`src/hw/rtl/fr_pkg.sv`:
```
// Shared types and constants for the fraction reducer.
package fr_pkg;

  // Word width of numerator, denominator and results
  localparam int unsigned WordBits = 32;
  localparam int unsigned CountBits = $clog2(WordBits);

  typedef enum logic [1:0] {
    StOk       = 2'd0,
    StZeroDen  = 2'd1,
    StOverflow = 2'd2
  } fr_status_e;

  typedef struct packed {
    logic signed [WordBits-1:0] numerator;
    logic signed [WordBits-1:0] denominator;
  } fr_in_t;

  typedef struct packed {
    logic signed [WordBits-1:0] reduced_numerator;
    logic        [WordBits-1:0] reduced_denominator;
    fr_status_e                 status;
  } fr_out_t;

  // Start request to an iterative unit
  typedef struct packed {
    logic                start;
    logic [WordBits-1:0] op_a;
    logic [WordBits-1:0] op_b;
  } fr_req_t;

endpackage

```
`src/hw/rtl/fr_gcd.sv`:
```
// Binary GCD unit: one shift or subtract step per cycle.
module fr_gcd (
  input  logic                             clk_i,
  input  logic                             rst_ni,
  input  fr_pkg::fr_req_t                  req_i,
  output logic                             done_o,
  output logic [fr_pkg::WordBits-1:0]      gcd_o
);

  localparam int unsigned W = fr_pkg::WordBits;

  logic                            busy_q, busy_d;
  logic                            done_q, done_d;
  logic [W-1:0]                    a_q, a_d, b_q, b_d, g_q, g_d;
  logic [fr_pkg::CountBits-1:0]    k_q, k_d;
  logic [W:0]                      diff_ab, diff_ba;

  // Shared subtractor pair, also serving as the magnitude compare
  assign diff_ab = {1'b0, a_q} - {1'b0, b_q};
  assign diff_ba = {1'b0, b_q} - {1'b0, a_q};

  // One step of the reduction
  always_comb begin
    busy_d = busy_q;
    done_d = 1'b0;
    a_d    = a_q;
    b_d    = b_q;
    k_d    = k_q;
    g_d    = g_q;
    if (req_i.start) begin
      busy_d = 1'b1;
      a_d    = req_i.op_a;
      b_d    = req_i.op_b;
      k_d    = '0;
    end else if (busy_q) begin
      if (a_q == b_q) begin
        busy_d = 1'b0;
        done_d = 1'b1;
        g_d    = a_q << k_q;
      end else if (!a_q[0] && !b_q[0]) begin
        a_d = a_q >> 1;
        b_d = b_q >> 1;
        k_d = k_q + 1'b1;
      end else if (!a_q[0]) begin
        a_d = a_q >> 1;
      end else if (!b_q[0]) begin
        b_d = b_q >> 1;
      end else if (!diff_ab[W]) begin
        a_d = diff_ab[W:1];
      end else begin
        b_d = diff_ba[W:1];
      end
    end
  end

  // Control state
  always_ff @(posedge clk_i or negedge rst_ni) begin
    if (!rst_ni) begin
      busy_q <= 1'b0;
      done_q <= 1'b0;
    end else begin
      busy_q <= busy_d;
      done_q <= done_d;
    end
  end

  // Operands and result
  always_ff @(posedge clk_i) begin
    a_q <= a_d;
    b_q <= b_d;
    k_q <= k_d;
    g_q <= g_d;
  end

  assign done_o = done_q;
  assign gcd_o  = g_q;

endmodule

```
`src/hw/rtl/fr_div.sv`:
```
// Restoring divider: one quotient bit per cycle, used for both divisions.
module fr_div (
  input  logic                             clk_i,
  input  logic                             rst_ni,
  input  fr_pkg::fr_req_t                  req_i,
  output logic                             done_o,
  output logic [fr_pkg::WordBits-1:0]      quotient_o
);

  localparam int unsigned W = fr_pkg::WordBits;
  localparam logic [fr_pkg::CountBits-1:0] LastCount = fr_pkg::CountBits'(W - 1);

  logic                            busy_q, busy_d;
  logic                            done_q, done_d;
  logic [W-1:0]                    rem_q, rem_d, quo_q, quo_d, div_q, div_d;
  logic [fr_pkg::CountBits-1:0]    cnt_q, cnt_d;
  logic [W:0]                      trial;

  // Trial subtract of the divisor from the shifted remainder
  assign trial = {rem_q, quo_q[W-1]} - {1'b0, div_q};

  always_comb begin
    busy_d = busy_q;
    done_d = 1'b0;
    rem_d  = rem_q;
    quo_d  = quo_q;
    div_d  = div_q;
    cnt_d  = cnt_q;
    if (req_i.start) begin
      busy_d = 1'b1;
      rem_d  = '0;
      quo_d  = req_i.op_a;
      div_d  = req_i.op_b;
      cnt_d  = '0;
    end else if (busy_q) begin
      if (!trial[W]) begin
        rem_d = trial[W-1:0];
        quo_d = {quo_q[W-2:0], 1'b1};
      end else begin
        rem_d = {rem_q[W-2:0], quo_q[W-1]};
        quo_d = {quo_q[W-2:0], 1'b0};
      end
      cnt_d = cnt_q + 1'b1;
      if (cnt_q == LastCount) begin
        busy_d = 1'b0;
        done_d = 1'b1;
      end
    end
  end

  // Control state
  always_ff @(posedge clk_i or negedge rst_ni) begin
    if (!rst_ni) begin
      busy_q <= 1'b0;
      done_q <= 1'b0;
    end else begin
      busy_q <= busy_d;
      done_q <= done_d;
    end
  end

  // Datapath
  always_ff @(posedge clk_i) begin
    rem_q <= rem_d;
    quo_q <= quo_d;
    div_q <= div_d;
    cnt_q <= cnt_d;
  end

  assign done_o     = done_q;
  assign quotient_o = quo_q;

endmodule

```
`src/hw/rtl/fraction_reducer_core.sv`:
```
// Fraction reducer top level: sequencer around the GCD unit and the divider.
//
//   channel | direction | payload          | handshake
//   in      | input     | fr_pkg::fr_in_t  | in_valid_i / in_stall_o
//   out     | output    | fr_pkg::fr_out_t | out_valid_o / out_stall_i
//
// One item at a time. A zero numerator or denominator goes straight from acceptance to
// the output hand-off; any other item passes through the binary GCD unit, then the
// divider for the numerator and then the divider for the denominator.
// in_stall_o is high from acceptance until the result moves to the output register.
// A stalled result holds there while the next item is taken in. Reset clears the
// sequencer and the output valid.
module fraction_reducer_core (
  input  logic            clk_i,
  input  logic            rst_ni,
  input  logic            in_valid_i,
  output logic            in_stall_o,
  input  fr_pkg::fr_in_t  in_data_i,
  output logic            out_valid_o,
  input  logic            out_stall_i,
  output fr_pkg::fr_out_t out_data_o
);

  localparam int unsigned W = fr_pkg::WordBits;

  localparam logic [2:0] StIdle = 3'd0;
  localparam logic [2:0] StGcd  = 3'd1;
  localparam logic [2:0] StDivN = 3'd2;
  localparam logic [2:0] StDivD = 3'd3;
  localparam logic [2:0] StOut  = 3'd4;

  logic [2:0]        state_q, state_d;
  logic [W-1:0]      nmag_q, nmag_d, dmag_q, dmag_d, rn_q, rn_d;
  logic              neg_q, neg_d;
  fr_pkg::fr_out_t   res_q, res_d;
  fr_pkg::fr_out_t   out_q, out_d;
  logic              out_valid_q, out_valid_d;
  logic              out_free;
  logic              in_xfer, out_xfer;
  logic              nneg, dneg;
  logic [W-1:0]      nraw, draw, nmag_in, dmag_in, rn_fin;
  fr_pkg::fr_req_t   gcd_req, div_req;
  logic              gcd_done, div_done;
  logic [W-1:0]      gcd_val, quo_val;

  assign in_xfer  = in_valid_i && (state_q == StIdle);
  assign out_xfer = out_valid_q && !out_stall_i;
  // Output register can take a new result this cycle
  assign out_free = !out_valid_q || out_xfer;

  // Sign and magnitude of the incoming operands
  assign nraw    = in_data_i.numerator;
  assign draw    = in_data_i.denominator;
  assign nneg    = nraw[W-1];
  assign dneg    = draw[W-1];
  assign nmag_in = nneg ? (W'(0) - nraw) : nraw;
  assign dmag_in = dneg ? (W'(0) - draw) : draw;

  // Sign applied to the reduced numerator
  assign rn_fin = neg_q ? (W'(0) - rn_q) : rn_q;

  // Sequencer
  always_comb begin
    state_d       = state_q;
    nmag_d        = nmag_q;
    dmag_d        = dmag_q;
    rn_d          = rn_q;
    neg_d         = neg_q;
    res_d         = res_q;
    out_d         = out_q;
    out_valid_d   = out_valid_q && !out_xfer;
    gcd_req       = '0;
    div_req       = '0;
    gcd_req.op_a  = nmag_in;
    gcd_req.op_b  = dmag_in;
    div_req.op_a  = nmag_q;
    div_req.op_b  = gcd_val;
    case (state_q)
      StIdle: begin
        if (in_xfer) begin
          nmag_d = nmag_in;
          dmag_d = dmag_in;
          neg_d  = nneg ^ dneg;
          if (dmag_in == '0) begin
            res_d.reduced_numerator   = '0;
            res_d.reduced_denominator = W'(1);
            res_d.status              = fr_pkg::StZeroDen;
            state_d                   = StOut;
          end else if (nmag_in == '0) begin
            res_d.reduced_numerator   = '0;
            res_d.reduced_denominator = W'(1);
            res_d.status              = fr_pkg::StOk;
            state_d                   = StOut;
          end else begin
            gcd_req.start = 1'b1;
            state_d       = StGcd;
          end
        end
      end
      StGcd: begin
        if (gcd_done) begin
          div_req.start = 1'b1;
          state_d       = StDivN;
        end
      end
      StDivN: begin
        if (div_done) begin
          rn_d          = quo_val;
          div_req.start = 1'b1;
          div_req.op_a  = dmag_q;
          state_d       = StDivD;
        end
      end
      StDivD: begin
        if (div_done) begin
          res_d.reduced_denominator = quo_val;
          res_d.reduced_numerator   = rn_fin;
          res_d.status              = fr_pkg::StOk;
          // Positive result one past the largest positive word saturates
          if (!neg_q && rn_q[W-1]) begin
            res_d.reduced_numerator = {1'b0, {(W-1){1'b1}}};
            res_d.status            = fr_pkg::StOverflow;
          end
          state_d = StOut;
        end
      end
      StOut: begin
        // Hand the result to the output register once it is free
        if (out_free) begin
          out_d       = res_q;
          out_valid_d = 1'b1;
          state_d     = StIdle;
        end
      end
      default: begin
        state_d = StIdle;
      end
    endcase
  end

  // Sequencer state and output valid
  always_ff @(posedge clk_i or negedge rst_ni) begin
    if (!rst_ni) begin
      state_q     <= StIdle;
      out_valid_q <= 1'b0;
    end else begin
      state_q     <= state_d;
      out_valid_q <= out_valid_d;
    end
  end

  // Operand and result registers
  always_ff @(posedge clk_i) begin
    nmag_q <= nmag_d;
    dmag_q <= dmag_d;
    rn_q   <= rn_d;
    neg_q  <= neg_d;
    res_q  <= res_d;
    out_q  <= out_d;
  end

  fr_gcd u_gcd (
    .clk_i  (clk_i),
    .rst_ni (rst_ni),
    .req_i  (gcd_req),
    .done_o (gcd_done),
    .gcd_o  (gcd_val)
  );

  fr_div u_div (
    .clk_i      (clk_i),
    .rst_ni     (rst_ni),
    .req_i      (div_req),
    .done_o     (div_done),
    .quotient_o (quo_val)
  );

  assign in_stall_o  = (state_q != StIdle);
  assign out_valid_o = out_valid_q;
  assign out_data_o  = out_q;

endmodule

```
`config.mk`:
```
export PLATFORM = sky130hd
export DESIGN_NAME = fraction_reducer_core
export DESIGN_NICKNAME = d
export VERILOG_FILES = /design/src/hw/rtl/fr_pkg.sv /design/src/hw/rtl/fr_gcd.sv /design/src/hw/rtl/fr_div.sv /design/src/hw/rtl/fraction_reducer_core.sv
export SDC_FILE = /design/constraint.sdc
export NUM_CORES = 1
export LEC_CHECK = 0
export ABC_AREA = 1
export BUFFER_PORTS_ARGS = -buffer_cell sky130_fd_sc_hd__buf_2
export CORE_MARGIN = 2
export CORE_UTILIZATION = 45
export DETAILED_ROUTE_END_ITERATION = 8
export SLEW_MARGIN = 20
export SYNTH_ARGS = -nofsm -noshare
export SYNTH_HDL_FRONTEND = slang
export SYNTH_HIERARCHICAL = 1
export SYNTH_SLANG_ARGS = --single-unit
```
`constraint.sdc`:
```
create_clock -name clk_i -period 11.5 [get_ports clk_i]
set_input_delay 1.725 -clock clk_i [delete_from_list [all_inputs] [get_ports clk_i]]
set_output_delay 1.725 -clock clk_i [all_outputs]
set_load 0.1 [all_outputs]
```
# Yosys cells after proc, flatten, opt, wreduce, memory -nomap -nowiden
# Cells that the tools add are included.
# totals
reg_bits	439
input_bits	68
word_cells	143
# classes
n_addsub	8
eq_ne	16
shift	1
muxes	58
bitwise_logic	3
reduce_logical	31
# ops
op	count
$mux W32	22
$mux W66	4
$pmux W66 S2	1
$sub A1 B32 Y32 const A	3
$sub A32 B32 Y33	2
$logic_not A32 Y1	2
$mux W33	1
$sub A33 B32 Y33	1
$eq A32 B32 Y1	1
$shl A32 B5 Y32	1
$mux W3	7
$mux W1	20
$pmux W3 S5	1
$ne A4 B4 Y1 const B	3
$reduce_and A4 Y1	3
$add A5 B1 Y5 const B	2
$reduce_and A3 Y1	3
$reduce_and A2 Y1	4
$eq A3 B2 Y1 const B	2
$logic_not A1 Y1	6
$ne A2 B1 Y1 const B	3
$ne A2 B2 Y1 const B	3
$reduce_bool A2 Y1	3
$reduce_bool A3 Y1	2
12 further kinds	17

# Logic depth before layout (Yosys ltp)
# logic_depth
ltp_word	9
ltp_mapped	21
mapped_depth_nobuf	21

# By module
# The synthesis kept the hierarchy.
# by_module_without_submodules
mod	n_inst	cells_per_inst	area_each_um2	seq_area_each_um2
fraction_reducer_core	1	1206	11260.8	6976.7
fr_gcd	1	1664	10761.6	3032.9
fr_div	1	1030	6834.1	2712.6

# Worst setup path after synthesis
# No wires, ideal clock.
# synth_timing
kind	input-to-reg
from	in in_data_i[1] in the netlist's numbering
to	reg u_gcd.b_q[10] (enable)
setup_time_ps	467
arrival_ps	6013
required_ps	11033
setup_slack_ps	5021
stages	18
path_buffers	1
cell_sequence	inv_1 > ha_1 > nand3_2 > nand2_2 > nand2_2 > nor2_2 > o211ai_1 > nand2_2 > nor2_2 > nand2_1 > nor2_1 > nand3_2 > nand3_2 > nor2_1 > clkinv_1 > clkbuf_1 > o21ai_0 > a21boi_0
# synth_lines
element	line	rtl
from (decl)	fraction_reducer_core.sv:18	input fr_pkg::fr_in_t in_data_i,
to (signal assigned)	fr_gcd.sv:70	b_q <= b_d;
to (decl)	fr_gcd.sv:14	logic [W-1:0] a_q, a_d, b_q, b_d, g_q, g_d;

==> results.md <==
- Crit share post-route: 52.43%
- Status: complete, no violations
- Final WL: about 86000 um
- # hold bufs at CTS: 0
- Most frequent cells in the layout: nand2_1, inv_1, edfxtp_1, nor2_1, nand3_1
- Hold Path Depth: 0
- Vias in the first global route: 23182
- Cell leakage power: 0.01512 uW
- Area growth syn-to-layout: 10.44%
- 1st-pass router iterations: 6
- Final net count: ~4200
- Clk Latency, worst-skew pair: 620 ps
- CP max FO: 70
- FF-to-FF Start: state_q[0]$_DFFE_PN0P_
- Asr flop ratio synth: under 10%
- Register area share after synthesis: ~44%
- Synth cell types: 53
- Largest net degree at the start of global routing: between 70 and 80
- Drt drc: 0
- Core Footprint: 0.06320 mm^2
- HPWL after DPL: 67730 um
- Tmin final: 6030 ps
- # resized after CTS: 0
- Setup CP Type: primary input to register
- Global route total overflow: 0
- Final setup fails: 0
- Area of the multi-input gates: ~0.013 mm^2
- PwrDens: about 270 mW/mm^2
- Clock Pin Slew Worst Setup and Hold Paths: around 60 ps
- HP Class: register to register
- Worst-Margin Slew: 1055 ps
- Hold_ws: 388.3 ps
- Worst-case clock skew: 41.41 ps
- Fmax: 165.8 MHz
- Port bufs: 135
- Unrepaired setup endpoints after global routing: false
- Reg2Reg Depth: 9
- Max cap viols: 0
- CP endpoint kind: register
- Synthesis Warnings: 6
- ANT cells: 0
- CTS tree: done
- CP Data Arrival Time: 6400 ps
- Synth Flop Type: edfxtp_1
- Final Hold Viols: 0
- Register area: 0.01273 mm^2
- Final Max Tran Viols: 0
- CP startpoint: in_data_i[31]
- Die X: 257.2 um
- GRT Resource Usage Total: 26.09%
- Root buf cell: clkbuf_16
- Post-CTS Setup Repair Bufs: 0
- I/O pins: 136
- CP Capture Point: u_gcd/a_q[28]$_DFFE_PP_
- Hold path start: res_q[25]$_SDFFCE_PN0P_
- Synthesized area: 0.02886 mm^2
- Clock Sinks: 439
- Initial Util: a little under half
- Net Count, Synth: 4075
- Fin Setup TNS: 0 ps
- Syn Inst Count: 3900
- Share of layout cells above drive strength 1: under 10%
- Most common cell after layout, fill and taps aside: nand2_1
- DR WL/cell: 17.67 um
- Via density: 5.051
- Synthesized area per cell: 7.399 um^2
- Clk buf depth: 3
- Die area: 0.06617 mm^2
- Worst VDD drop: roughly 0.16 mV
- FF+latch count, synth: 439
- Startpoint Class: primary input
- Gpl congestion: 0.9551
- Number of synthesized flops with an enable pin: 389
- Fillers: 6317
- Htree depth: 2
- R2R Setup Slk: 7310 ps
- Via count: around 25000
- FF-to-FF End: u_gcd/a_q[28]$_DFFE_PP_
- Critical Path RT: 11870 ps
- Die Y: 257.2 um
- First-pass GRT wire length: roughly 130000 um
- # rows: 92
- Antenna violations before repair: 0
- CTS buffer count: between 40 and 50
- Initial drt markers: 2270
- Final ANT Viol Nets: 0
- Slew margin rel.: 29.44%
==> cell usage after synthesis (37+ instances only) <==
master / n / area share, %
nand2_1: 1348 / 18
nand2_2: 45 / 0.98
edfxtp_1: 389 / 40
a21oi_1: 158 / 2.7
inv_1: 615 / 8.0
nand3_1: 209 / 3.6
nor2_1: 356 / 4.6
xor2_1: 37 / 1.1
dfxtp_1: 42 / 2.9
clkbuf_1: 70 / 0.91
ha_1: 104 / 4.5
o21ai_0: 159 / 2.8
==> through the flow <==
step	setup WS, ps	power [uW]	utilization [%]	std cells	instance area [um^2]
after floorplan	5021	5574	-	3900	28860
after global placement	4976	6828	47.84	4786	30230
after detailed placement	4888	6839	47.84	4786	30230
after CTS	5521	8392	50.34	4875	31810
after global routing	4971	8998	50.43	4877	31870
final	5470	8448	50.43	4877	31870
==> power breakdown <==
group / internal, uW / total [uW] / switching [uW]
Clock: 855 / 1540 / 680
Sequential: 2260 / 2550 / 292
Combinational: 1230 / 4360 / 3140
Total: 4340 / 8450 / 4110
==> cell families after synthesis <==
| group | count (synthesis) | synth area share [%] |
|---|---|---|
| muxes | 17 | 0.5897 |
| buffers and inverters | 752 | 10.24 |
| AOI/OAI and AO/OA | 408 | 7.779 |
| and+or+nand+nor | 2126 | 31.04 |
| xor gates and xnor gates | 51 | 1.548 |
| adders and majority gates | 107 | 4.718 |
| DFF | 439 | 44.09 |
==> registers in the layout (all words and copies together) (netlist names) <==
name	count
out_data_o	66
res_q	66
dmag_q	32
nmag_q	32
rn_q	32
u_div/div_q	32
u_div/quotient_o	32
u_div/rem_q	32
u_gcd/a_q	32
u_gcd/b_q	32
u_gcd/gcd_o	32
u_div/cnt_q	5
u_gcd/k_q	5
state_q	3
neg_q	1
out_valid_o	1
u_div/busy_q	1
u_div/done_o	1
u_gcd/busy_q	1
u_gcd/done_o	1
==> critical path: stages <==
cell and delay [ps]:
buf_2 580, inv_1 320, nor2_1 230, nor2_2 90
o211ai_1 100, nand2_2 110, nor2_2 80, nand2_1 70
nor2_1 140, nand3_2 110, nand3_2 170, nor2_4 50
inv_2 40, buf_4 600, nand3b_1 900, o21ai_0 600
a31oi_4 170, buf_16 270
==> cell type report <==
class | count | share of cell area, %
Clock inverter | 33 | 1.064
Clock buffer | 56 | 3.895
Timing Repair Buffer | 155 | 2.717
Tap cell | 846 | 3.321
Inverter | 639 | 7.526
Sequential cell | 439 | 39.93
Multi-Input combinational cell | 2709 | 41.55
==> how the worst min path moves through the flow <==
stage          slack [ps]                        to
6_report              390  out_data_o[25]$_DFFE_PP_
5_1_grt               390  out_data_o[23]$_DFFE_PP_
4_1_cts               370  out_data_o[25]$_DFFE_PP_
3_5_place_dp          400  out_data_o[14]$_DFFE_PP_
3_3_place_gp          400  out_data_o[18]$_DFFE_PP_
2_1_floorplan         400   out_data_o[0]$_DFFE_PP_
==> routing by layer <==
| layer | vias up | part of all wire (%) | GRT usage, % |
|---|---|---|---|
| li1 | 12569 | - | - |
| met1 | 11181 | 44 | 35.25 |
| met2 | 739 | 47 | 43.19 |
| met3 | 144 | 5.4 | 2.679 |
| met4 | 0 | 4.1 | 10.13 |
| met5 | - | 0 | 0 |
No activity file was read; power rests on OpenSTA's default activity.
